==> config.mk <==
export PLATFORM = sky130hd
export DESIGN_NAME = cascaded_pd_balance_controller_flat
export DESIGN_NICKNAME = d
export VERILOG_FILES = /design/src/cpbc_pkg.sv /design/src/cpbc_if.sv /design/src/cpbc_serial_mac.sv /design/src/cpbc_regs.sv /design/src/cascaded_pd_balance_controller.sv /design/src/flat_wrapper.sv
export SDC_FILE = /design/constraint.sdc
export NUM_CORES = 2
export LEC_CHECK = 0
export BUFFER_PORTS_ARGS = -buffer_cell sky130_fd_sc_hd__buf_2
export CORE_MARGIN = 8
export CORE_UTILIZATION = 50
export DETAILED_ROUTE_END_ITERATION = 8
export GPL_ROUTABILITY_DRIVEN = 0
export MAX_ROUTING_LAYER = met4
export PLACE_DENSITY = 0.69
export SLEW_MARGIN = 20
export SYNTH_ARGS = -nofsm -noshare
export SYNTH_HDL_FRONTEND = slang
export SYNTH_SLANG_ARGS = --single-unit
==> constraint.sdc <==
create_clock -name clk -period 7.6 [get_ports clk]
set_input_delay 1.14 -clock clk [delete_from_list [all_inputs] [get_ports clk]]
set_output_delay 1.14 -clock clk [all_outputs]
set_load 0.05 [all_outputs]
==> src/cpbc_pkg.sv <==
package cpbc_pkg;

	localparam int POS_W      = 32;
	localparam int PITCH_W    = 19;
	localparam int GAIN_W     = 24;
	localparam int ERR_W      = 32;
	localparam int VEL_W      = 33;
	localparam int DIFF_W     = 33;
	localparam int SUM_W      = 34;
	localparam int PDEG_W     = 26;
	localparam int TORQUE_W   = 32;
	localparam int VSP_OUT_W  = 15;
	localparam int ASP_OUT_W  = 21;
	localparam int REG_IDX_W  = 3;
	localparam int REG_DATA_W = 32;

	// serial multiplier operand widths
	localparam int MAC_XW = 39;
	localparam int MAC_YW = GAIN_W;
	localparam int PROD_W = MAC_XW + MAC_YW + 2;

	// 180 / 3.141593 scaled by 2^32
	localparam logic signed [MAC_XW-1:0] DEG_PER_RAD_Q32 = 39'sd246083473680;
	localparam int DEG_SHIFT = 32;

	localparam logic [ERR_W-1:0] ERR_MAX = {1'b0, {(ERR_W-1){1'b1}}};
	localparam logic [ERR_W-1:0] ERR_MIN = {1'b1, {(ERR_W-1){1'b0}}};

	typedef enum logic [REG_IDX_W-1:0] {
		REG_POSITION_TARGET = 3'd0,
		REG_POSITION_P_GAIN = 3'd1,
		REG_POSITION_D_GAIN = 3'd2,
		REG_VELOCITY_P_GAIN = 3'd3,
		REG_VELOCITY_D_GAIN = 3'd4,
		REG_ANGLE_P_GAIN    = 3'd5,
		REG_ANGLE_D_GAIN    = 3'd6
	} reg_idx_t;

	typedef struct packed {
		logic [POS_W-1:0]  position_target;
		logic [GAIN_W-1:0] position_p_gain;
		logic [GAIN_W-1:0] position_d_gain;
		logic [GAIN_W-1:0] velocity_p_gain;
		logic [GAIN_W-1:0] velocity_d_gain;
		logic [GAIN_W-1:0] angle_p_gain;
		logic [GAIN_W-1:0] angle_d_gain;
	} cfg_t;

	localparam cfg_t CFG_RESET = '{
		position_target: 32'd2621440,
		position_p_gain: 24'd1311,
		position_d_gain: 24'd6554,
		velocity_p_gain: 24'd4063232,
		velocity_d_gain: 24'd0,
		angle_p_gain:    24'd524,
		angle_d_gain:    24'd5243
	};

endpackage

==> src/cpbc_if.sv <==
interface cpbc_meas_if;
	import cpbc_pkg::*;

	logic                      valid;
	logic                      ready;
	logic signed [POS_W-1:0]   left_wheel_pos;
	logic signed [POS_W-1:0]   right_wheel_pos;
	logic signed [PITCH_W-1:0] body_pitch;

	modport source(output valid, output left_wheel_pos, output right_wheel_pos,
		output body_pitch, input ready);
	modport sink(input valid, input left_wheel_pos, input right_wheel_pos,
		input body_pitch, output ready);
endinterface

interface cpbc_cmd_if;
	import cpbc_pkg::*;

	logic                        valid;
	logic                        ready;
	logic signed [TORQUE_W-1:0]  drive_torque;
	logic signed [VSP_OUT_W-1:0] velocity_setpoint;
	logic signed [ASP_OUT_W-1:0] angle_setpoint;

	modport source(output valid, output drive_torque, output velocity_setpoint,
		output angle_setpoint, input ready);
	modport sink(input valid, input drive_torque, input velocity_setpoint,
		input angle_setpoint, output ready);
endinterface

==> src/cpbc_serial_mac.sv <==
module cpbc_serial_mac #(
	parameter int XW = 39,
	parameter int YW = 24
) (
	input  logic                    clk,
	input  logic                    arst_n,
	input  logic                    start,
	input  logic signed [XW-1:0]    x1,
	input  logic signed [XW-1:0]    x2,
	input  logic [YW-1:0]           y1,
	input  logic [YW-1:0]           y2,
	output logic                    done,
	output logic signed [XW+YW+1:0] prod
);
	localparam int AW = XW + 2;
	localparam int CW = $clog2(YW);

	logic                 busy_q;
	logic                 done_q;
	logic [CW-1:0]        cnt_q;
	logic signed [AW-1:0] acc_hi_q;
	logic [YW-1:0]        acc_lo_q;
	logic signed [XW-1:0] x1_q;
	logic signed [XW-1:0] x2_q;
	logic [YW-1:0]        y1_q;
	logic [YW-1:0]        y2_q;

	logic                 last;
	logic signed [AW-1:0] pp;
	logic signed [AW-1:0] sum;

	assign last = (cnt_q == CW'(YW - 1));

	always_comb begin
		pp = '0;
		if (y1_q[0]) begin
			pp = pp + AW'(x1_q);
		end
		if (y2_q[0]) begin
			pp = pp + AW'(x2_q);
		end
		// multiplier sign bit carries negative weight
		sum = last ? (acc_hi_q - pp) : (acc_hi_q + pp);
	end

	always_ff @(posedge clk or negedge arst_n) begin
		if (!arst_n) begin
			busy_q <= 1'b0;
			done_q <= 1'b0;
			cnt_q  <= '0;
		end else begin
			done_q <= busy_q && last;
			if (start && !busy_q) begin
				busy_q <= 1'b1;
				cnt_q  <= '0;
			end else if (busy_q) begin
				cnt_q <= cnt_q + 1'b1;
				if (last) begin
					busy_q <= 1'b0;
				end
			end
		end
	end

	always_ff @(posedge clk) begin
		if (start && !busy_q) begin
			x1_q     <= x1;
			x2_q     <= x2;
			y1_q     <= y1;
			y2_q     <= y2;
			acc_hi_q <= '0;
		end else if (busy_q) begin
			acc_hi_q <= sum >>> 1;
			acc_lo_q <= {sum[0], acc_lo_q[YW-1:1]};
			y1_q     <= y1_q >> 1;
			y2_q     <= y2_q >> 1;
		end
	end

	assign done = done_q;
	assign prod = {acc_hi_q, acc_lo_q};

endmodule

==> src/cpbc_regs.sv <==
module cpbc_regs (
	input  logic                            clk,
	input  logic                            arst_n,
	input  logic                            wr_en,
	input  logic [cpbc_pkg::REG_IDX_W-1:0]  wr_index,
	input  logic [cpbc_pkg::REG_DATA_W-1:0] wr_data,
	output cpbc_pkg::cfg_t                  cfg
);
	import cpbc_pkg::*;

	cfg_t cfg_q;

	always_ff @(posedge clk or negedge arst_n) begin
		if (!arst_n) begin
			cfg_q <= CFG_RESET;
		end else if (wr_en) begin
			unique case (wr_index)
				REG_POSITION_TARGET: cfg_q.position_target <= wr_data[POS_W-1:0];
				REG_POSITION_P_GAIN: cfg_q.position_p_gain <= wr_data[GAIN_W-1:0];
				REG_POSITION_D_GAIN: cfg_q.position_d_gain <= wr_data[GAIN_W-1:0];
				REG_VELOCITY_P_GAIN: cfg_q.velocity_p_gain <= wr_data[GAIN_W-1:0];
				REG_VELOCITY_D_GAIN: cfg_q.velocity_d_gain <= wr_data[GAIN_W-1:0];
				REG_ANGLE_P_GAIN:    cfg_q.angle_p_gain    <= wr_data[GAIN_W-1:0];
				REG_ANGLE_D_GAIN:    cfg_q.angle_d_gain    <= wr_data[GAIN_W-1:0];
				default: ;
			endcase
		end
	end

	assign cfg = cfg_q;

endmodule

==> src/cascaded_pd_balance_controller.sv <==
// Cascaded PD balance controller, one control tick per measurement beat.
// meas: L/R wheel encoder angle (Q16.16), body pitch (Q3.16), in radians.
// cmd: drive torque, velocity setpoint and angle setpoint for that tick.
// wr_en/wr_index/wr_data: target and gain registers, to be written by the
//   user only while idle (unchecked by the block); an index past the last
//   register is dropped.
// Each tick runs four passes through one bit-serial multiplier (pitch to
//   degrees, then the position, velocity and angle loops) plus nine steps
//   for the multiplier starts, error sums, clamps and the output load, and
//   the idle state in which the next beat is taken.
// meas.ready is high only while no tick is being worked on.
// cmd is a single output register: a new tick may start while the previous
//   result waits, and a finished tick holds in its last step until the
//   receiver drains the register.
// Reset: registers return to their defaults, previous wheel positions and
//   previous loop errors clear to zero, cmd.valid drops.
module cascaded_pd_balance_controller #(
	parameter int FRAC_BITS = 16
) (
	input  logic                            clk,
	input  logic                            arst_n,
	cpbc_meas_if.sink                       meas,
	cpbc_cmd_if.source                      cmd,
	input  logic                            wr_en,
	input  logic [cpbc_pkg::REG_IDX_W-1:0]  wr_index,
	input  logic [cpbc_pkg::REG_DATA_W-1:0] wr_data
);
	import cpbc_pkg::*;

	localparam int VEL_LIMIT = ((1 << FRAC_BITS) * 2 + 5) / 10;
	localparam int ANG_LIMIT = 10 << FRAC_BITS;
	localparam int VSP_W     = $clog2(VEL_LIMIT + 1) + 1;
	localparam int ASP_W     = $clog2(ANG_LIMIT + 1) + 1;
	localparam int RND_W     = PROD_W - FRAC_BITS;

	localparam logic signed [RND_W-1:0] VEL_HI = RND_W'(VEL_LIMIT);
	localparam logic signed [RND_W-1:0] VEL_LO = -VEL_HI;
	localparam logic signed [RND_W-1:0] ANG_HI = RND_W'(ANG_LIMIT);
	localparam logic signed [RND_W-1:0] ANG_LO = -ANG_HI;

	typedef enum logic [13:0] {
		ST_IDLE   = 14'b00000000000001,
		ST_PERR   = 14'b00000000000010,
		ST_WPITCH = 14'b00000000000100,
		ST_LPOS   = 14'b00000000001000,
		ST_WPOS   = 14'b00000000010000,
		ST_CVSP   = 14'b00000000100000,
		ST_VERR   = 14'b00000001000000,
		ST_LVEL   = 14'b00000010000000,
		ST_WVEL   = 14'b00000100000000,
		ST_CASP   = 14'b00001000000000,
		ST_AERR   = 14'b00010000000000,
		ST_LANG   = 14'b00100000000000,
		ST_WANG   = 14'b01000000000000,
		ST_OUT    = 14'b10000000000000
	} state_t;

	function automatic logic signed [ERR_W-1:0] sat_sum(input logic signed [SUM_W-1:0] v);
		logic all_ones;
		logic any_one;
		all_ones = &v[SUM_W-1:ERR_W-1];
		any_one  = |v[SUM_W-1:ERR_W-1];
		if (all_ones || !any_one) begin
			return v[ERR_W-1:0];
		end else if (v[SUM_W-1]) begin
			return ERR_MIN;
		end else begin
			return ERR_MAX;
		end
	endfunction

	function automatic logic signed [ERR_W-1:0] sat_rnd(input logic signed [RND_W-1:0] v);
		logic all_ones;
		logic any_one;
		all_ones = &v[RND_W-1:ERR_W-1];
		any_one  = |v[RND_W-1:ERR_W-1];
		if (all_ones || !any_one) begin
			return v[ERR_W-1:0];
		end else if (v[RND_W-1]) begin
			return ERR_MIN;
		end else begin
			return ERR_MAX;
		end
	endfunction

	cfg_t cfg;

	state_t state_q;

	logic signed [POS_W-1:0]     prev_left_q;
	logic signed [POS_W-1:0]     prev_right_q;
	logic signed [ERR_W-1:0]     prev_perr_q;
	logic signed [ERR_W-1:0]     prev_verr_q;
	logic signed [ERR_W-1:0]     prev_aerr_q;

	logic signed [POS_W-1:0]     pos_q;
	logic signed [VEL_W-1:0]     vel_q;
	logic signed [PITCH_W-1:0]   pitch_q;
	logic signed [PDEG_W-1:0]    pdeg_q;
	logic signed [ERR_W-1:0]     perr_q;
	logic signed [ERR_W-1:0]     verr_q;
	logic signed [ERR_W-1:0]     aerr_q;
	logic signed [RND_W-1:0]     rnd_q;
	logic signed [VSP_W-1:0]     vsp_q;
	logic signed [ASP_W-1:0]     asp_q;

	logic                        cmd_valid_q;
	logic signed [TORQUE_W-1:0]  torque_q;
	logic signed [VSP_OUT_W-1:0] vsp_out_q;
	logic signed [ASP_OUT_W-1:0] asp_out_q;

	logic                        accept;
	logic                        out_load;
	logic signed [POS_W:0]       pos_sum;
	logic signed [SUM_W-1:0]     vel_sum;
	logic signed [SUM_W-1:0]     perr_sum;
	logic signed [SUM_W-1:0]     verr_sum;
	logic signed [SUM_W-1:0]     aerr_sum;

	logic                        mac_start;
	logic signed [MAC_XW-1:0]    mac_x1;
	logic signed [MAC_XW-1:0]    mac_x2;
	logic [MAC_YW-1:0]           mac_y1;
	logic [MAC_YW-1:0]           mac_y2;
	logic                        mac_done;
	logic signed [PROD_W-1:0]    mac_prod;
	logic signed [ERR_W-1:0]     sel_err;
	logic signed [ERR_W-1:0]     sel_prev;
	logic signed [DIFF_W-1:0]    err_diff;

	logic signed [PROD_W-1:0]    prod_frac_sh;
	logic signed [PROD_W-1:0]    prod_deg_sh;
	logic signed [RND_W-1:0]     rnd_next;
	logic signed [PDEG_W-1:0]    pdeg_next;
	logic signed [VSP_W-1:0]     vsp_next;
	logic signed [ASP_W-1:0]     asp_next;

	cpbc_regs u_regs (
		.clk      (clk),
		.arst_n   (arst_n),
		.wr_en    (wr_en),
		.wr_index (wr_index),
		.wr_data  (wr_data),
		.cfg      (cfg)
	);

	cpbc_serial_mac #(
		.XW (MAC_XW),
		.YW (MAC_YW)
	) u_mac (
		.clk    (clk),
		.arst_n (arst_n),
		.start  (mac_start),
		.x1     (mac_x1),
		.x2     (mac_x2),
		.y1     (mac_y1),
		.y2     (mac_y2),
		.done   (mac_done),
		.prod   (mac_prod)
	);

	assign meas.ready = (state_q == ST_IDLE);
	assign accept     = meas.valid && meas.ready;
	assign out_load   = (state_q == ST_OUT) && (!cmd_valid_q || cmd.ready);

	// wheel mean and mean change, both floored
	assign pos_sum  = (POS_W+1)'(meas.left_wheel_pos) + (POS_W+1)'(meas.right_wheel_pos);
	assign vel_sum  = SUM_W'(meas.left_wheel_pos) - SUM_W'(prev_left_q)
		+ SUM_W'(meas.right_wheel_pos) - SUM_W'(prev_right_q);
	assign perr_sum = SUM_W'($signed(cfg.position_target)) + SUM_W'(pos_q);
	assign verr_sum = SUM_W'(vsp_q) + SUM_W'(vel_q);
	assign aerr_sum = SUM_W'(asp_q) + SUM_W'(pdeg_q);

	// operand select for the shared multiplier
	always_comb begin
		sel_err   = '0;
		sel_prev  = '0;
		mac_y1    = '0;
		mac_y2    = '0;
		mac_start = 1'b0;
		unique case (state_q)
			ST_PERR: begin
				mac_start = 1'b1;
				mac_y1    = MAC_YW'(pitch_q);
			end
			ST_LPOS: begin
				mac_start = 1'b1;
				sel_err   = perr_q;
				sel_prev  = prev_perr_q;
				mac_y1    = cfg.position_p_gain;
				mac_y2    = cfg.position_d_gain;
			end
			ST_LVEL: begin
				mac_start = 1'b1;
				sel_err   = verr_q;
				sel_prev  = prev_verr_q;
				mac_y1    = cfg.velocity_p_gain;
				mac_y2    = cfg.velocity_d_gain;
			end
			ST_LANG: begin
				mac_start = 1'b1;
				sel_err   = aerr_q;
				sel_prev  = prev_aerr_q;
				mac_y1    = cfg.angle_p_gain;
				mac_y2    = cfg.angle_d_gain;
			end
			default: ;
		endcase
		err_diff = DIFF_W'(sel_err) - DIFF_W'(sel_prev);
		mac_x1   = (state_q == ST_PERR) ? DEG_PER_RAD_Q32 : MAC_XW'(sel_err);
		mac_x2   = MAC_XW'(err_diff);
	end

	// round half up: floor of the shift plus the first dropped bit
	always_comb begin
		prod_frac_sh = mac_prod >>> FRAC_BITS;
		prod_deg_sh  = mac_prod >>> DEG_SHIFT;
		rnd_next     = prod_frac_sh[RND_W-1:0] + RND_W'(mac_prod[FRAC_BITS-1]);
		pdeg_next    = prod_deg_sh[PDEG_W-1:0] + PDEG_W'(mac_prod[DEG_SHIFT-1]);

		if (rnd_q > VEL_HI) begin
			vsp_next = VSP_W'(VEL_HI);
		end else if (rnd_q < VEL_LO) begin
			vsp_next = VSP_W'(VEL_LO);
		end else begin
			vsp_next = VSP_W'(rnd_q);
		end

		if (rnd_q > ANG_HI) begin
			asp_next = ASP_W'(ANG_HI);
		end else if (rnd_q < ANG_LO) begin
			asp_next = ASP_W'(ANG_LO);
		end else begin
			asp_next = ASP_W'(rnd_q);
		end
	end

	always_ff @(posedge clk or negedge arst_n) begin
		if (!arst_n) begin
			state_q      <= ST_IDLE;
			prev_left_q  <= '0;
			prev_right_q <= '0;
			prev_perr_q  <= '0;
			prev_verr_q  <= '0;
			prev_aerr_q  <= '0;
			cmd_valid_q  <= 1'b0;
		end else begin
			if (out_load) begin
				cmd_valid_q <= 1'b1;
			end else if (cmd.ready) begin
				cmd_valid_q <= 1'b0;
			end
			unique case (state_q)
				ST_IDLE: begin
					if (accept) begin
						prev_left_q  <= meas.left_wheel_pos;
						prev_right_q <= meas.right_wheel_pos;
						state_q      <= ST_PERR;
					end
				end
				ST_PERR: state_q <= ST_WPITCH;
				ST_WPITCH: begin
					if (mac_done) begin
						state_q <= ST_LPOS;
					end
				end
				ST_LPOS: begin
					prev_perr_q <= perr_q;
					state_q     <= ST_WPOS;
				end
				ST_WPOS: begin
					if (mac_done) begin
						state_q <= ST_CVSP;
					end
				end
				ST_CVSP: state_q <= ST_VERR;
				ST_VERR: state_q <= ST_LVEL;
				ST_LVEL: begin
					prev_verr_q <= verr_q;
					state_q     <= ST_WVEL;
				end
				ST_WVEL: begin
					if (mac_done) begin
						state_q <= ST_CASP;
					end
				end
				ST_CASP: state_q <= ST_AERR;
				ST_AERR: state_q <= ST_LANG;
				ST_LANG: begin
					prev_aerr_q <= aerr_q;
					state_q     <= ST_WANG;
				end
				ST_WANG: begin
					if (mac_done) begin
						state_q <= ST_OUT;
					end
				end
				ST_OUT: begin
					if (out_load) begin
						state_q <= ST_IDLE;
					end
				end
				default: state_q <= ST_IDLE;
			endcase
		end
	end

	always_ff @(posedge clk) begin
		if (accept) begin
			pos_q   <= pos_sum[POS_W:1];
			vel_q   <= vel_sum[SUM_W-1:1];
			pitch_q <= meas.body_pitch;
		end
		if (state_q == ST_PERR) begin
			perr_q <= sat_sum(perr_sum);
		end
		if ((state_q == ST_WPITCH) && mac_done) begin
			pdeg_q <= pdeg_next;
		end
		if (((state_q == ST_WPOS) || (state_q == ST_WVEL) || (state_q == ST_WANG))
			&& mac_done) begin
			rnd_q <= rnd_next;
		end
		if (state_q == ST_CVSP) begin
			vsp_q <= vsp_next;
		end
		if (state_q == ST_VERR) begin
			verr_q <= sat_sum(verr_sum);
		end
		if (state_q == ST_CASP) begin
			asp_q <= asp_next;
		end
		if (state_q == ST_AERR) begin
			aerr_q <= sat_sum(aerr_sum);
		end
		if (out_load) begin
			torque_q  <= sat_rnd(rnd_q);
			vsp_out_q <= VSP_OUT_W'(vsp_q);
			asp_out_q <= ASP_OUT_W'(asp_q);
		end
	end

	assign cmd.valid             = cmd_valid_q;
	assign cmd.drive_torque      = torque_q;
	assign cmd.velocity_setpoint = vsp_out_q;
	assign cmd.angle_setpoint    = asp_out_q;

endmodule

==> src/flat_wrapper.sv <==
// flat-port wrapper written by rule: the top's interface ports become plain ports
module cascaded_pd_balance_controller_flat import cpbc_pkg::*;
#(
	parameter int FRAC_BITS = 16
)
  (clk, arst_n, wr_en, wr_index, wr_data, meas_valid, meas_left_wheel_pos, meas_right_wheel_pos, meas_body_pitch, meas_ready, cmd_valid, cmd_drive_torque, cmd_velocity_setpoint, cmd_angle_setpoint, cmd_ready);
  cpbc_meas_if meas_i ();
  cpbc_cmd_if cmd_i ();
  input  logic clk;
  input  logic arst_n;
  input  logic wr_en;
  input  logic [cpbc_pkg::REG_IDX_W-1:0] wr_index;
  input  logic [cpbc_pkg::REG_DATA_W-1:0] wr_data;
  input wire logic [$bits(meas_i.valid)-1:0] meas_valid;
  input wire logic [$bits(meas_i.left_wheel_pos)-1:0] meas_left_wheel_pos;
  input wire logic [$bits(meas_i.right_wheel_pos)-1:0] meas_right_wheel_pos;
  input wire logic [$bits(meas_i.body_pitch)-1:0] meas_body_pitch;
  output wire logic [$bits(meas_i.ready)-1:0] meas_ready;
  output wire logic [$bits(cmd_i.valid)-1:0] cmd_valid;
  output wire logic [$bits(cmd_i.drive_torque)-1:0] cmd_drive_torque;
  output wire logic [$bits(cmd_i.velocity_setpoint)-1:0] cmd_velocity_setpoint;
  output wire logic [$bits(cmd_i.angle_setpoint)-1:0] cmd_angle_setpoint;
  input wire logic [$bits(cmd_i.ready)-1:0] cmd_ready;
  assign meas_i.valid = meas_valid;
  assign meas_i.left_wheel_pos = meas_left_wheel_pos;
  assign meas_i.right_wheel_pos = meas_right_wheel_pos;
  assign meas_i.body_pitch = meas_body_pitch;
  assign meas_ready = meas_i.ready;
  assign cmd_valid = cmd_i.valid;
  assign cmd_drive_torque = cmd_i.drive_torque;
  assign cmd_velocity_setpoint = cmd_i.velocity_setpoint;
  assign cmd_angle_setpoint = cmd_i.angle_setpoint;
  assign cmd_i.ready = cmd_ready;
  cascaded_pd_balance_controller #(.FRAC_BITS(FRAC_BITS)) u_core (.clk(clk), .arst_n(arst_n), .meas(meas_i), .cmd(cmd_i), .wr_en(wr_en), .wr_index(wr_index), .wr_data(wr_data));
endmodule
## Word level (Yosys, flattened, before mapping)

Index checks and enable logic that the tools add are counted.

- Muxes and demuxes: 36
- Reductions and logical operators: 43
- Order comparisons: 4
- Equal/unequal tests: 27
- Bitwise operators: 1
- Add/sub/neg operators: 14

Operators by type and width:

| cell | count |
|---|---|
| 2-to-1 mux 32 bit | 8 |
| one-hot mux 14 bit (14 select lines) | 1 |
| one-hot mux 32 bit (3 select lines) | 2 |
| 2-to-1 mux 41 bit | 3 |
| 2-to-1 mux 24 bit | 4 |
| one-hot mux 24 bit (4 select lines) | 1 |
| 2-to-1 mux 14 bit | 6 |
| one-hot mux 24 bit (3 select lines) | 1 |
| adder 32 x 32 -> 33 bit | 2 |
| subtractor 32 x 32 -> 33 bit | 2 |
| adder 48 x 2 -> 49 bit | 1 |
| > comparator 49 x 15 -> 1 bit, second input constant | 1 |
| > comparator 49 x 21 -> 1 bit, second input constant | 1 |
| less-than comparator 49 x 15 -> 1 bit, second input constant | 1 |
| less-than comparator 49 x 21 -> 1 bit, second input constant | 1 |
| adder 40 x 41 -> 41 bit | 1 |
| adder 41 x 33 -> 41 bit | 1 |
| subtractor 40 x 41 -> 41 bit | 1 |
| adder 15 x 33 -> 34 bit | 1 |
| adder 33 x 32 -> 34 bit | 1 |
| subtractor 34 x 32 -> 34 bit | 1 |
| adder 21 x 26 -> 27 bit | 1 |
| adder 26 x 1 -> 26 bit | 1 |
| 2-to-1 mux 21 bit | 1 |
| 38 further kinds | 81 |

- Bits of input ports: 123
- Bits in registers: 901
- Logic and storage cells: 163

## Logic depth before layout (Yosys ltp)

- Depth in word-level cells: 6
- Mapped depth: 35
- Depth with buffers taken out: 31

## Modules after synthesis

Synthesis repeated with hierarchy kept, for this count alone.

- Cell total of the unflattened synthesis: 4,806
- Area, all modules: 51,678.3 um^2

Modules (own cells, without submodules):

| module | sequential area each (um^2) | area each (um^2) | cells each | times used |
|---|---|---|---|---|
| cascaded_pd_balance_controller | 14,885.5 | 31,635.3 | 3,084 | 1 |
| cpbc_serial_mac | 5,480.3 | 13,377.8 | 1,341 | 1 |
| cpbc_regs | 4,444.3 | 6,665.1 | 381 | 1 |

## Least setup slack after synthesis

OpenSTA, ideal clock, no wires.

- Path type: register to register
- Start: register u_core.u_mac.y1_q[0]
- End: register u_core.u_mac.acc_hi_q[39] (netlist name)
- Setup time: 123 ps
- Setup slack: 490 ps
- Required time: 7,477 ps
- Arrival: 6,986 ps
- Path buffers: 4
- Stages on the path, launching flop included: 32
- Cell sequence: edfxtp_1 -> buf_6 -> buf_6 -> clkbuf_1 -> clkbuf_1 -> nand2_1 -> inv_1 -> ha_1 -> fa_1 -> maj3_2 -> a22o_1 -> a21oi_4 -> o21ai_0 -> a221o_1 -> or3_1 -> o31ai_1 -> xnor2_1 -> ha_1 -> nand2_1 -> o211ai_1 -> a21o_1 -> a2111o_1 -> o21a_1 -> a221oi_1 -> a31oi_1 -> a221oi_1 -> o31a_1 -> or2_2 -> o21ai_0 -> or2_2 -> mux2_4 -> mux2i_1

- Longest elaborated chain between the ends: 5

RTL lines:

| item | line | RTL |
|---|---|---|
| from (decl) | cpbc_serial_mac.sv:25 | `logic [YW-1:0] y1_q;` |
| from (signal assigned) | cpbc_serial_mac.sv:69 | `y1_q <= y1;` |
| from (signal assigned) | cpbc_serial_mac.sv:75 | `y1_q <= y1_q >> 1;` |
| 2-to-1 mux 41 bit * | cpbc_serial_mac.sv:36 | `if (y1_q[0]) begin` |
| adder 41 x 33 -> 41 bit | cpbc_serial_mac.sv:40 | `pp = pp + AW'(x2_q);` |
| 2-to-1 mux 41 bit * | cpbc_serial_mac.sv:39 | `if (y2_q[0]) begin` |
| adder 40 x 41 -> 41 bit or subtractor 40 x 41 -> 41 bit (tied branches) | cpbc_serial_mac.sv:43 | `sum = last ? (acc_hi_q - pp) : (acc_hi_q + pp);` |
| 2-to-1 mux 41 bit * | cpbc_serial_mac.sv:43 |  |

Every way passes the cells marked *; elsewhere a longest branch is shown, timed or not.
A chain may end at the register's enable or synchronous reset.

## Worst setup path in the final report

- Start: register u_core.u_mac.y1_q[0]
- End: register u_core.u_mac.acc_hi_q[39] (netlist name)

- Longest elaborated chain between the ends: 5

RTL lines:

| item | line |
|---|---|
| 2-to-1 mux 41 bit * | cpbc_serial_mac.sv:36 |
| adder 41 x 33 -> 41 bit | cpbc_serial_mac.sv:40 |
| 2-to-1 mux 41 bit * | cpbc_serial_mac.sv:39 |
| adder 40 x 41 -> 41 bit or subtractor 40 x 41 -> 41 bit (tied branches) | cpbc_serial_mac.sv:43 |
| 2-to-1 mux 41 bit * | cpbc_serial_mac.sv:43 |

Marked as above.

==> flow_metrics.env <==
export IMPL_clockBufferDepth=3
export IMPL_synth_async_sr_flop_share=0.406
export IMPL_grt_pass1_wl_um=191000
export IMPL_h_tree_depth=3
export IMPL_syn_inst=4588
export IMPL_path_buf_inv=1
export IMPL_syn_avg_cell_area_um2=10.7
export IMPL_path_common_cell="a21o_1"
export IMPL_final_min_clock_period_ns=7.06
export IMPL_slew_violations=0
export IMPL_maxCapViolations=0
export IMPL_start_util=0.505
export IMPL_drc_errors=0
export IMPL_grt_max_degree=207
export IMPL_critPathTopFamily="simple AND/OR/NAND/NOR gates"
export IMPL_clk_pin_slew_worst_paths_ns=0.06
export IMPL_cts_tree="built"
export IMPL_worstPathRequired_ns=8.12
export IMPL_yosysWarnings=0
export IMPL_synth_most_common_cell="nand2_1"
export IMPL_cts_setup_buffers=0
export IMPL_hold_viol=0
export IMPL_root_buffer="clkbuf_16"
export IMPL_netlist_area_leader_share=0.293
export IMPL_regToRegEndpoint="u_core.u_mac.acc_hi_q[39]$_SDFFE_PP0P_"
export IMPL_drive_gt1_frac=0.140
export IMPL_antenna_found_initial=6
export IMPL_rows=114
export IMPL_seq_area_frac_synth=0.490
export IMPL_setup_tns_ns=0
export IMPL_r2r_slack_ns=0.54
export IMPL_powerDensity_nw_per_um2=402
export IMPL_cts_sinks=870
export IMPL_numCtsBuffers=92
export IMPL_overflow=0
export IMPL_reg2reg_from="u_core.u_mac.y1_q[0]$_DFFE_PP_"
export IMPL_tightest_slew_ns=1.06
export IMPL_fmax_mhz=142
export IMPL_hold_path_class="input port to asynchronous set/reset pin"
export IMPL_avgViaCountPerCell=5.78
export IMPL_port_buffer_count=192
export IMPL_syn_cell_area_um2=48900
export IMPL_fp_dieArea_um2=108000
export IMPL_ir_drop_mv=0.284
export IMPL_power_leakage_nw=23.3
export IMPL_clk_latency_ns=0.68
export IMPL_core_um2=96900
export IMPL_status="finished, final reports clean"
export IMPL_finalSetupViolCount=0
export IMPL_ys_top_cells_by_count="668 x nand2_1, 477 x edfxtp_1, 340 x o21ai_0"
export IMPL_synth_nets=5047
export IMPL_cts_hold_fix_buffers=0
export IMPL_fp_dieH_um=329
export IMPL_io_pins=193
export IMPL_slowest_stage="fa_1"
export IMPL_num_nets_final=5204
export IMPL_num_vias=35240
export IMPL_multi_input_area_um2=23600
export IMPL_wirelength_um=120000
export IMPL_endpoint_kind="register"
export IMPL_critPathMaxStageDelay_ns=0.46
export IMPL_wl_per_cell_um=19.7
export IMPL_relSlewSlack=0.285
export IMPL_synth_distinct_cells=103
export IMPL_drt_first_pass_iters=6
export IMPL_crit_fanout=6
export IMPL_ctsResizeCount=0
export IMPL_ys_top_cells_by_area="edfxtp_1 29%, dfrtp_1 16%, ha_1 6.8%"
export IMPL_yosysTopAreaCell="edfxtp_1"
export IMPL_synth_edf_count=477
export IMPL_drt_iter0_drc=3227
export IMPL_ys_flop_type="edfxtp_1"
export IMPL_register_area_um2=24000
export IMPL_skew_ns=0.0466
export IMPL_grt_usage=0.226
export IMPL_critPathLaunchType="register"
export IMPL_die_w_um=329
export IMPL_fillers=8123
export IMPL_min_period_over_period=0.929
export IMPL_reg2reg_depth=31
export IMPL_antenna_left=0
export IMPL_cp_arrival_ns=7.58
export IMPL_critPathKind="register to register"
export IMPL_syn2layout_area_growth_pct=11.3
export IMPL_grt_pass1_vias=33950
export IMPL_rsz0062_at_grt="no"
export IMPL_synth_seq_cells=870
export IMPL_power_w=0.0219
export IMPL_hpwl_um=87500
==> flip-flops by register name (all words and copies together) (netlist names), 21 cells and up <==
register / count
u_core.pos_q: 32
u_core.prev_right_q: 32
u_core.rnd_q: 49
u_core.prev_left_q: 32
u_core.prev_verr_q: 32
u_core.prev_perr_q: 32
u_core.pdeg_q: 26
u_core.cmd.angle_setpoint: 21
u_core.u_mac.x1_q: 33
u_core.aerr_q: 27
u_core.u_mac.x2_q: 33
u_core.perr_q: 32
u_core.u_mac.acc_hi_q: 40
u_core.vel_q: 33
u_core.u_mac.y1_q: 24
u_core.verr_q: 32
u_core.u_mac.y2_q: 24
u_core.u_regs.cfg: 176
u_core.cmd.drive_torque: 32
u_core.prev_aerr_q: 27
u_core.asp_q: 21
==> power breakdown <==
| group | leakage [nW] | switching (W) | total (W) | internal (W) |
|---|---|---|---|---|
| Combinational | 12.5 | 0.00562 | 0.0100 | 0.00441 |
| Sequential | 9.23 | 0.000698 | 0.00723 | 0.00654 |
| Clock | 1.53 | 0.00199 | 0.00465 | 0.00267 |
| Total | 23.3 | 0.00831 | 0.0219 | 0.0136 |
==> cell usage in the layout, fill, tap and decap left out, types with 182 or more instances in the layout <==
cell and n:
xnor2_1 192, edfxtp_1 477, nor2_1 224, nand2_1 668
inv_1 182, buf_2 191, o21ai_0 340, dfrtp_1 320
ha_1 264, a21oi_1 224
==> how the worst max path moves through the flow <==
stage,from,end,slack (ns),depth (start not counted)
floorplan,u_core.u_mac.y1_q[0]$_DFFE_PP_,u_core.u_mac.acc_hi_q[39]$_SDFFE_PP0P_,0.49,31
global placement,u_core.u_mac.y1_q[0]$_DFFE_PP_,u_core.u_mac.acc_hi_q[39]$_SDFFE_PP0P_,0.71,31
detailed placement,u_core.u_mac.y1_q[0]$_DFFE_PP_,u_core.u_mac.acc_hi_q[39]$_SDFFE_PP0P_,0.65,31
CTS,u_core.u_mac.y1_q[0]$_DFFE_PP_,u_core.u_mac.acc_hi_q[39]$_SDFFE_PP0P_,0.59,31
global route,u_core.u_mac.y1_q[0]$_DFFE_PP_,u_core.u_mac.acc_hi_q[39]$_SDFFE_PP0P_,0.09,31
finish,u_core.u_mac.y1_q[0]$_DFFE_PP_,u_core.u_mac.acc_hi_q[39]$_SDFFE_PP0P_,0.54,31
==> metrics by stage <==
step	area, µm²	hold WS, ns	util	std cells	setup slack (ns)
floorplan	48900	0.431	-	4588	0.490
global placement	51300	0.446	0.529	5927	0.709
detailed placement	51300	0.456	0.529	5927	0.650
CTS	54400	0.426	0.562	6100	0.588
global route	54500	0.473	0.562	6102	0.0898
finish	54500	0.441	0.562	6102	0.543
==> area by class of cell <==
cell class | count | area share
Multi-Input combinational cell | 3357 | 0.434
Timing Repair Buffer | 238 | 0.0251
Clock inverter | 63 | 0.0134
Sequential cell | 870 | 0.441
Antenna cell | 2 | 0.0000919
Tap cell | 1276 | 0.0293
Inverter | 186 | 0.0129
Clock buffer | 110 | 0.0446
==> kinds of logic after synthesis <==
| logic type | synth area share |
|---|---|
| fa+ha+maj | 0.0984 |
| compound gates | 0.143 |
| mux | 0.0444 |
| xor+xnor | 0.0584 |
| buf+inv | 0.0287 |
| simple gates | 0.137 |
| flops | 0.490 |
==> routing by layer <==
layer | vias up | GRT usage | share of wire
met4 | 0 | 0.0698 | 0.031
met5 | - | - | 0
met2 | 1053 | 0.343 | 0.45
li1 | 16928 | - | -
met3 | 194 | 0.0363 | 0.062
met1 | 17065 | 0.314 | 0.46
No activity file was read; power rests on OpenSTA's default activity.
